File: src/sv/bcs_pkg.sv
// Package for the button click sequencer: phase codes, register indexes,
// and the item and result structs shared by the stages. No dependencies.
package bcs_pkg;

	// Phase of the click sequence
	typedef enum logic [1:0] {
		PH_IDLE  = 2'd0,
		PH_PRESS = 2'd1,
		PH_GAP   = 2'd2,
		PH_BLOCK = 2'd3
	} phase_t;

	// Item kind carried on the input tuser bit
	localparam logic CMD_TICK  = 1'b0;
	localparam logic CMD_START = 1'b1;

	// Configuration register indexes
	localparam int unsigned CFG_IDX_BITS = 2;
	localparam logic [CFG_IDX_BITS-1:0] REG_PRESS = 2'd0;
	localparam logic [CFG_IDX_BITS-1:0] REG_GAP   = 2'd1;
	localparam logic [CFG_IDX_BITS-1:0] REG_BLOCK = 2'd2;

	// Field widths fixed by the interface
	localparam int unsigned FIELD_TIME_BITS = 16;
	localparam int unsigned COUNT_BITS      = 8;
	localparam int unsigned IN_DATA_BITS    = 56;
	localparam int unsigned OUT_DATA_BITS   = 16;

	// One input item
	typedef struct packed {
		logic                       command;
		logic [COUNT_BITS-1:0]      click_count;
		logic [FIELD_TIME_BITS-1:0] press_time;
		logic [FIELD_TIME_BITS-1:0] gap_time;
		logic [FIELD_TIME_BITS-1:0] block_time;
	} item_t;

	// One result item
	typedef struct packed {
		logic                  pin_level;
		logic                  accepted;
		logic                  finished;
		phase_t                phase;
		logic [COUNT_BITS-1:0] clicks_left;
	} result_t;

endpackage

File: src/sv/bcs_in_stage.sv
// Input register stage of the button click sequencer.
// Depends on bcs_pkg for the item struct.
module bcs_in_stage import bcs_pkg::*; (
	input  logic  clk,
	input  logic  arst_n,
	input  logic  in_valid,
	output logic  in_ready,
	input  item_t in_item,
	output logic  item_valid_s1,
	input  logic  item_ready_s1,
	output item_t item_s1
);

	logic valid_q;

	// Take a new item whenever the stage is empty or draining
	assign in_ready      = !valid_q || item_ready_s1;
	assign item_valid_s1 = valid_q;

	// Hold the valid flag
	always_ff @(posedge clk or negedge arst_n) begin
		if (!arst_n) begin
			valid_q <= 1'b0;
		end else if (in_ready) begin
			valid_q <= in_valid;
		end
	end

	// Capture the item payload
	always_ff @(posedge clk) begin
		if (in_ready && in_valid) begin
			item_s1 <= in_item;
		end
	end

endmodule

File: src/sv/bcs_core.sv
// Sequencer state, default registers and result register of the button
// click sequencer. Depends on bcs_pkg for phase codes and item structs.
module bcs_core import bcs_pkg::*; #(
	parameter int unsigned TIME_BITS = 16
) (
	input  logic                       clk,
	input  logic                       arst_n,
	input  logic                       cfg_we,
	input  logic [CFG_IDX_BITS-1:0]    cfg_index,
	input  logic [FIELD_TIME_BITS-1:0] cfg_data,
	input  logic                       item_valid,
	output logic                       item_ready,
	input  item_t                      item,
	output logic                       res_valid,
	input  logic                       res_ready,
	output result_t                    res
);

	localparam logic [TIME_BITS-1:0] TIME_MAX = {TIME_BITS{1'b1}};

	logic [TIME_BITS-1:0]  def_press_q, def_gap_q, def_block_q;
	phase_t                phase_q, phase_d;
	logic [COUNT_BITS-1:0] rem_q, rem_d, rem_dec;
	logic [TIME_BITS-1:0]  press_q, press_d, gap_q, gap_d, block_q, block_d;
	logic [TIME_BITS-1:0]  elapsed_q, elapsed_d, elapsed_inc, dur;
	logic                  clicked_q, clicked_d;
	logic                  level_q, level_d;
	logic                  acc_d, fin_d;
	logic                  out_valid_q;
	logic                  adv;
	logic [31:0]           pt_w, gt_w, bt_w, cfg_w;
	logic [TIME_BITS-1:0]  pt, gt, bt, cfg_val;

	// Resize the fixed-width fields to the internal time width
	assign pt_w    = {16'd0, item.press_time};
	assign gt_w    = {16'd0, item.gap_time};
	assign bt_w    = {16'd0, item.block_time};
	assign cfg_w   = {16'd0, cfg_data};
	assign pt      = pt_w[TIME_BITS-1:0];
	assign gt      = gt_w[TIME_BITS-1:0];
	assign bt      = bt_w[TIME_BITS-1:0];
	assign cfg_val = cfg_w[TIME_BITS-1:0];

	assign item_ready = !out_valid_q || res_ready;
	assign adv        = item_valid && item_ready;
	assign res_valid  = out_valid_q;

	// Default time registers
	always_ff @(posedge clk or negedge arst_n) begin
		if (!arst_n) begin
			def_press_q <= '0;
			def_gap_q   <= '0;
			def_block_q <= '0;
		end else if (cfg_we) begin
			unique case (cfg_index)
				REG_PRESS: def_press_q <= cfg_val;
				REG_GAP:   def_gap_q   <= cfg_val;
				REG_BLOCK: def_block_q <= cfg_val;
				default: ;
			endcase
		end
	end

	// Next state for one item: start command or tick
	always_comb begin
		phase_d   = phase_q;
		rem_d     = rem_q;
		press_d   = press_q;
		gap_d     = gap_q;
		block_d   = block_q;
		elapsed_d = elapsed_q;
		clicked_d = clicked_q;
		level_d   = level_q;
		acc_d     = 1'b0;
		fin_d     = 1'b0;
		rem_dec   = rem_q - 8'd1;

		elapsed_inc = (elapsed_q == TIME_MAX) ? elapsed_q : elapsed_q + TIME_BITS'(1);
		case (phase_q)
			PH_PRESS: dur = press_q;
			PH_GAP:   dur = gap_q;
			default:  dur = block_q;
		endcase

		if (item.command == CMD_START) begin
			if (phase_q == PH_IDLE && item.click_count != '0) begin
				rem_d     = item.click_count;
				press_d   = (pt != '0) ? pt : def_press_q;
				gap_d     = (gt != '0) ? gt : def_gap_q;
				block_d   = (bt != '0) ? bt : def_block_q;
				phase_d   = PH_PRESS;
				elapsed_d = '0;
				level_d   = 1'b0;
				clicked_d = 1'b1;
				acc_d     = 1'b1;
			end
		end else if (phase_q != PH_IDLE) begin
			elapsed_d = elapsed_inc;
			if (dur == '0) begin
				phase_d = PH_IDLE;
			end else if (elapsed_inc >= dur) begin
				elapsed_d = '0;
				unique case (phase_q)
					PH_PRESS: begin
						level_d = 1'b1;
						rem_d   = rem_dec;
						if (rem_dec != '0) begin
							phase_d = PH_GAP;
						end else if (block_q != '0) begin
							phase_d = PH_BLOCK;
						end else begin
							phase_d = PH_IDLE;
						end
					end
					PH_GAP: begin
						if (rem_q != '0) begin
							phase_d   = PH_PRESS;
							level_d   = 1'b0;
							clicked_d = 1'b1;
						end else begin
							phase_d = PH_IDLE;
						end
					end
					default: phase_d = PH_IDLE;
				endcase
			end
			// Drop to idle: report a clicked sequence and clear the times
			if (phase_d == PH_IDLE) begin
				fin_d     = clicked_d;
				clicked_d = 1'b0;
				elapsed_d = '0;
				press_d   = '0;
				gap_d     = '0;
				block_d   = '0;
			end
		end
	end

	// Sequencer state, advanced once per item
	always_ff @(posedge clk or negedge arst_n) begin
		if (!arst_n) begin
			phase_q   <= PH_IDLE;
			rem_q     <= '0;
			press_q   <= '0;
			gap_q     <= '0;
			block_q   <= '0;
			elapsed_q <= '0;
			clicked_q <= 1'b0;
			level_q   <= 1'b1;
		end else if (adv) begin
			phase_q   <= phase_d;
			rem_q     <= rem_d;
			press_q   <= press_d;
			gap_q     <= gap_d;
			block_q   <= block_d;
			elapsed_q <= elapsed_d;
			clicked_q <= clicked_d;
			level_q   <= level_d;
		end
	end

	// Result register valid flag
	always_ff @(posedge clk or negedge arst_n) begin
		if (!arst_n) begin
			out_valid_q <= 1'b0;
		end else if (item_ready) begin
			out_valid_q <= item_valid;
		end
	end

	// Result register payload
	always_ff @(posedge clk) begin
		if (adv) begin
			res.pin_level   <= level_d;
			res.accepted    <= acc_d;
			res.finished    <= fin_d;
			res.phase       <= phase_d;
			res.clicks_left <= rem_d;
		end
	end

endmodule

File: src/sv/button_click_sequencer_top.sv
// Top level of the button click sequencer: input register stage and core.
// Depends on bcs_pkg, bcs_in_stage and bcs_core.
//
//   channel | direction | handshake                     | payload
//   s_axis  | in        | s_axis_tvalid / s_axis_tready | tuser command, tdata times
//   m_axis  | out       | m_axis_tvalid / m_axis_tready | tdata result flags and phase
//   cfg     | in        | cfg_valid / cfg_ready         | cfg_index, cfg_data
//
// One item per clock sustained while m_axis_tready is high; each item taken
// passes through the input register and then the result register, which
// holds its result for m_axis.
// Reset (arst_n low) returns the sequencer to idle with the line released
// and clears the default times. A stalled m_axis holds its result while
// the input register takes one more item; cfg is always ready.
module button_click_sequencer_top import bcs_pkg::*; #(
	parameter int unsigned TIME_BITS = 16
) (
	input  logic                       clk,
	input  logic                       arst_n,
	input  logic                       s_axis_tvalid,
	output logic                       s_axis_tready,
	// [0] command
	input  logic                       s_axis_tuser,
	// [7:0] click_count, [23:8] press_time, [39:24] gap_time, [55:40] block_time
	input  logic [IN_DATA_BITS-1:0]    s_axis_tdata,
	output logic                       m_axis_tvalid,
	input  logic                       m_axis_tready,
	// [0] pin_level, [1] accepted, [2] finished, [4:3] phase,
	// [12:5] clicks_left, [15:13] zero
	output logic [OUT_DATA_BITS-1:0]   m_axis_tdata,
	input  logic                       cfg_valid,
	output logic                       cfg_ready,
	input  logic [CFG_IDX_BITS-1:0]    cfg_index,
	input  logic [FIELD_TIME_BITS-1:0] cfg_data
);

	item_t   in_item, item_s1;
	logic    item_valid_s1, item_ready_s1;
	result_t res;

	// Unpack the input item
	assign in_item.command     = s_axis_tuser;
	assign in_item.click_count = s_axis_tdata[7:0];
	assign in_item.press_time  = s_axis_tdata[23:8];
	assign in_item.gap_time    = s_axis_tdata[39:24];
	assign in_item.block_time  = s_axis_tdata[55:40];

	assign cfg_ready = 1'b1;

	bcs_in_stage u_in_stage (
		.clk           (clk),
		.arst_n        (arst_n),
		.in_valid      (s_axis_tvalid),
		.in_ready      (s_axis_tready),
		.in_item       (in_item),
		.item_valid_s1 (item_valid_s1),
		.item_ready_s1 (item_ready_s1),
		.item_s1       (item_s1)
	);

	bcs_core #(
		.TIME_BITS (TIME_BITS)
	) u_core (
		.clk        (clk),
		.arst_n     (arst_n),
		.cfg_we     (cfg_valid && cfg_ready),
		.cfg_index  (cfg_index),
		.cfg_data   (cfg_data),
		.item_valid (item_valid_s1),
		.item_ready (item_ready_s1),
		.item       (item_s1),
		.res_valid  (m_axis_tvalid),
		.res_ready  (m_axis_tready),
		.res        (res)
	);

	// Pack the result item
	assign m_axis_tdata = {3'b000, res.clicks_left, res.phase, res.finished,
		res.accepted, res.pin_level};

endmodule

File: config.mk
export PLATFORM = sky130hd
export DESIGN_NAME = button_click_sequencer_top
export DESIGN_NICKNAME = d
export VERILOG_FILES = /design/src/sv/bcs_pkg.sv /design/src/sv/bcs_in_stage.sv /design/src/sv/bcs_core.sv /design/src/sv/button_click_sequencer_top.sv
export SDC_FILE = /design/constraint.sdc
export NUM_CORES = 1
export LEC_CHECK = 0
export BUFFER_PORTS_ARGS = -buffer_cell sky130_fd_sc_hd__buf_4
export CAP_MARGIN = 20
export CORE_ASPECT_RATIO = 1.5
export CORE_MARGIN = 8
export CORE_UTILIZATION = 61
export CTS_BUF_LIST = sky130_fd_sc_hd__clkbuf_8
export DETAILED_ROUTE_END_ITERATION = 10
export PLACE_DENSITY = 0.79
export SYNTH_ARGS = -nofsm -noshare
export SYNTH_HDL_FRONTEND = slang
export SYNTH_HIERARCHICAL = 1
export SYNTH_SLANG_ARGS = --single-unit
File: constraint.sdc
create_clock -name clk -period 4.7 [get_ports clk]
set_input_delay 1.175 -clock clk [delete_from_list [all_inputs] [get_ports clk]]
set_output_delay 1.175 -clock clk [all_outputs]
set_load 0.02 [all_outputs]
==> results.cfg <==
[route]
drtPass1Iterations = 5
vias = 6575
avgViaCountPerCell = 6.36
drt_wl_total_um = 21900
antenna_left = 0
routedWlPerCell_um = 21.2
drc_errors = 0
drtIter0Drc = 483

[clock_tree]
clkTransAtPathRegs_ps = 100
clockBufferDepth = 2
cts_tree = yes
cts.sinks = 196
root_buffer = clkbuf_8
clock_latency_ps = 470
hold_buffers = 0
htree_levels = 4
postCtsSetupRepairBufs = 0
cts_buffers = 17
cts_resized = 0

[logic_synthesis]
synthCells = 746
synth_edf_count = 70
yosys.area.top_type_share = 0.339
ys_top_cells_by_count = dfrtp_1 (125), a21oi_1 (70), edfxtp_1 (70)
ys_seq_area_frac = 0.570
synth.distinct_cells = 69
yosys-top-cells-area = dfrtp_1 (34%), edfxtp_1 (23%), mux2_2 (6.3%), o2bb2ai_1 (4.7%), a21oi_1 (3.8%)
synth_seq_cells = 196
yosysWarnings = 6
synth-async-reset-ratio = 0.643
yosysMostFrequentCell = dfrtp_1
synth_top_area_cell = dfrtp_1
synth_area_um2 = 9230
ys.flop_type = dfrtp_1
syn_area_per_cell_um2 = 12.4

[final_layout]
area.growth.synth_to_final_pct = 12.8
drive_gt1_frac = 0.267
final_cell_area_um2 = 10400
antenna_cells = 0
final_util = 0.697
nets = 925

[global_route]
antenna_found_initial = 0
grt_max_degree = 69
grt_pass1_vias = 6818
gr-usage-all-layers = 0.235
grt_overflow_total = 0
grt_pass1_wl_um = 35100

[pwr]
ir_worst_vdd_mv = 0.327
power_per_cell_area_nw_per_um2 = 519
leakage_nw = 4.35

[worst_setup_path]
path_cells = and4_1, nand3_1, or2_2, nor2_1, nand3_1, mux2_2, ha_1, nand4_1, nor3_1, nand2_1, o21ai_1, buf_4, a31oi_1, o311ai_4, buf_4, o2bb2ai_1
slowest_delay_ps = 510
crit_arrival_ps = 4670
critical_path_class = reg -> reg
cpMaxStageDelayCell = buf_4
crit_fanout = 48
critPathLaunchType = flop
worstPathRequired_ps = 5070
cp-end-kind = flop

[floorplan]
fp.dieH_um = 167
start_util = 0.618
die_w_um = 116
row_count = 55
dieArea_um2 = 19400
ios = 99
coreArea_um2 = 14900

[timing]
worstMarginPinSlew_ps = 951
rsz0062_at_grt = no
fin_crit_ps = 4300
period_share = 0.915
finalSetupViolCount = 0
hold_viol_final = 0
timing.final.ws_setup_ps = 399
clock_skew_ps = 15.6
clock.fmax_mhz = 233
slew_headroom = 0.364
slew_viol_final = 0
hold_slack_ps = 502
fin_setup_tns_ps = 0

[min_path]
hp-class = reg -> reg

[placement]
gp_congestion = 0.955
numPortBuffers = 94
dp_hpwl_um = 16000
dp_slack_ps = 566
dpl_cell_area_um2 = 10000

[outcome]
outcome = finished, final reports clean

[flow_run]
drv_cap = 0
## report_power, final
| group | internal (W) | leakage (nW) | switching (W) |
|---|---|---|---|
| registers | 0.00212 | 2.26 | 0.000276 |
| clock network | 0.000392 | 0.200 | 0.000633 |
| logic | 0.000860 | 1.89 | 0.00112 |
| total | 0.00338 | 4.35 | 0.00203 |
## metal layers
layer,vias to the layer above,track usage,part of all wire
met5,-,0,0
met4,0,0.115,0.040
met3,58,0.0427,0.038
met2,235,0.407,0.53
met1,3251,0.268,0.39
li1,3031,-,-
## state kept, by name, summed over array words and instances (netlist names), 2 cells and up
signal / count
u_core/def_gap_q: 16
u_core/elapsed_q: 16
u_in_stage/item_s1: 57
u_core/res: 13
u_core/def_press_q: 16
u_core/def_block_q: 16
u_core/block_q: 16
u_core/gap_q: 16
u_core/phase_q: 2
u_core/press_q: 16
u_core/rem_q: 8
## cell type report
| type | count | area (µm²) |
|---|---|---|
| well taps | 199 | 249 |
| multi-input cells | 489 | 3670 |
| repair buffers | 107 | 816 |
| clock buffers | 17 | 234 |
| inverters | 11 | 41.3 |
| flip-flops and latches | 196 | 5260 |
| fillers | 1055 | 4520 |
| clock inverters | 15 | 146 |
## critical path, delay by kind of cell (launching register included)
| family | cells | cell delay, ps |
|---|---|---|
| muxes | 1 | 310 |
| and+or+nand+nor | 8 | 1560 |
| adders and majority gates | 1 | 330 |
| AOI/OAI and AO/OA | 4 | 760 |
| buffers and inverters | 2 | 750 |
| DFF | 1 | 490 |
## worst paths after layout
kind | cells past startpoint | startpoint | slack [ps] | end
worst max-delay path | 16 | u_core/elapsed_q[3] | 400 | u_core/press_q[4]
worst max register to register | 16 | u_core/elapsed_q[3] | 400 | u_core/press_q[4]
min in group asynchronous | 1 | arst_n | 790 | u_core/rem_q[7]
max in group asynchronous | 2 | arst_n | 3070 | u_core/def_press_q[15]
worst min register to register | 1 | u_core/press_q[1] | 500 | u_core/press_q[1]
worst min-delay path | 1 | u_core/press_q[1] | 500 | u_core/press_q[1]
## cell usage in the layout (no fill, tap or decap), types with 4 or more instances in the layout
cell type  count
mux2_2        52
o22ai_1        7
and4_1         7
a22o_1        14
nand4_1       11
conb_1         4
a22oi_1        4
and3_1         4
ha_1          23
edfxtp_1      70
inv_1         11
nor2_1        30
nand2b_1       8
nand2_1       34
a221oi_1       6
a21oi_1       70
dfrtp_1      125
nor4_1        22
mux2i_1       19
or3_1          5
o21ai_0       14
xor2_1         7
xnor2_1        8
clkbuf_8      17
a31oi_1        9
a22o_2        13
nand3_1       13
nor3_1         6
o2bb2ai_1     49
buf_4        106
## per-stage QoR
stage               power [W]  std cells
finish                0.00540       1034
global route          0.00567       1034
CTS                   0.00538       1034
detailed placement    0.00436       1002
global placement      0.00426       1002
floorplan             0.00382        748
## logic make-up after synthesis
kind of cell | after synthesis | share of synthesized area
other | 2 | 0.000814
DFF | 196 | 0.570
muxes | 72 | 0.0855
and+or+nand+nor | 165 | 0.100
adders and majority gates | 23 | 0.0312
buffers and inverters | 63 | 0.0369
xor gates and xnor gates | 15 | 0.0142
AOI/OAI and AO/OA | 210 | 0.161
No activity file was read; power rests on OpenSTA's default activity.
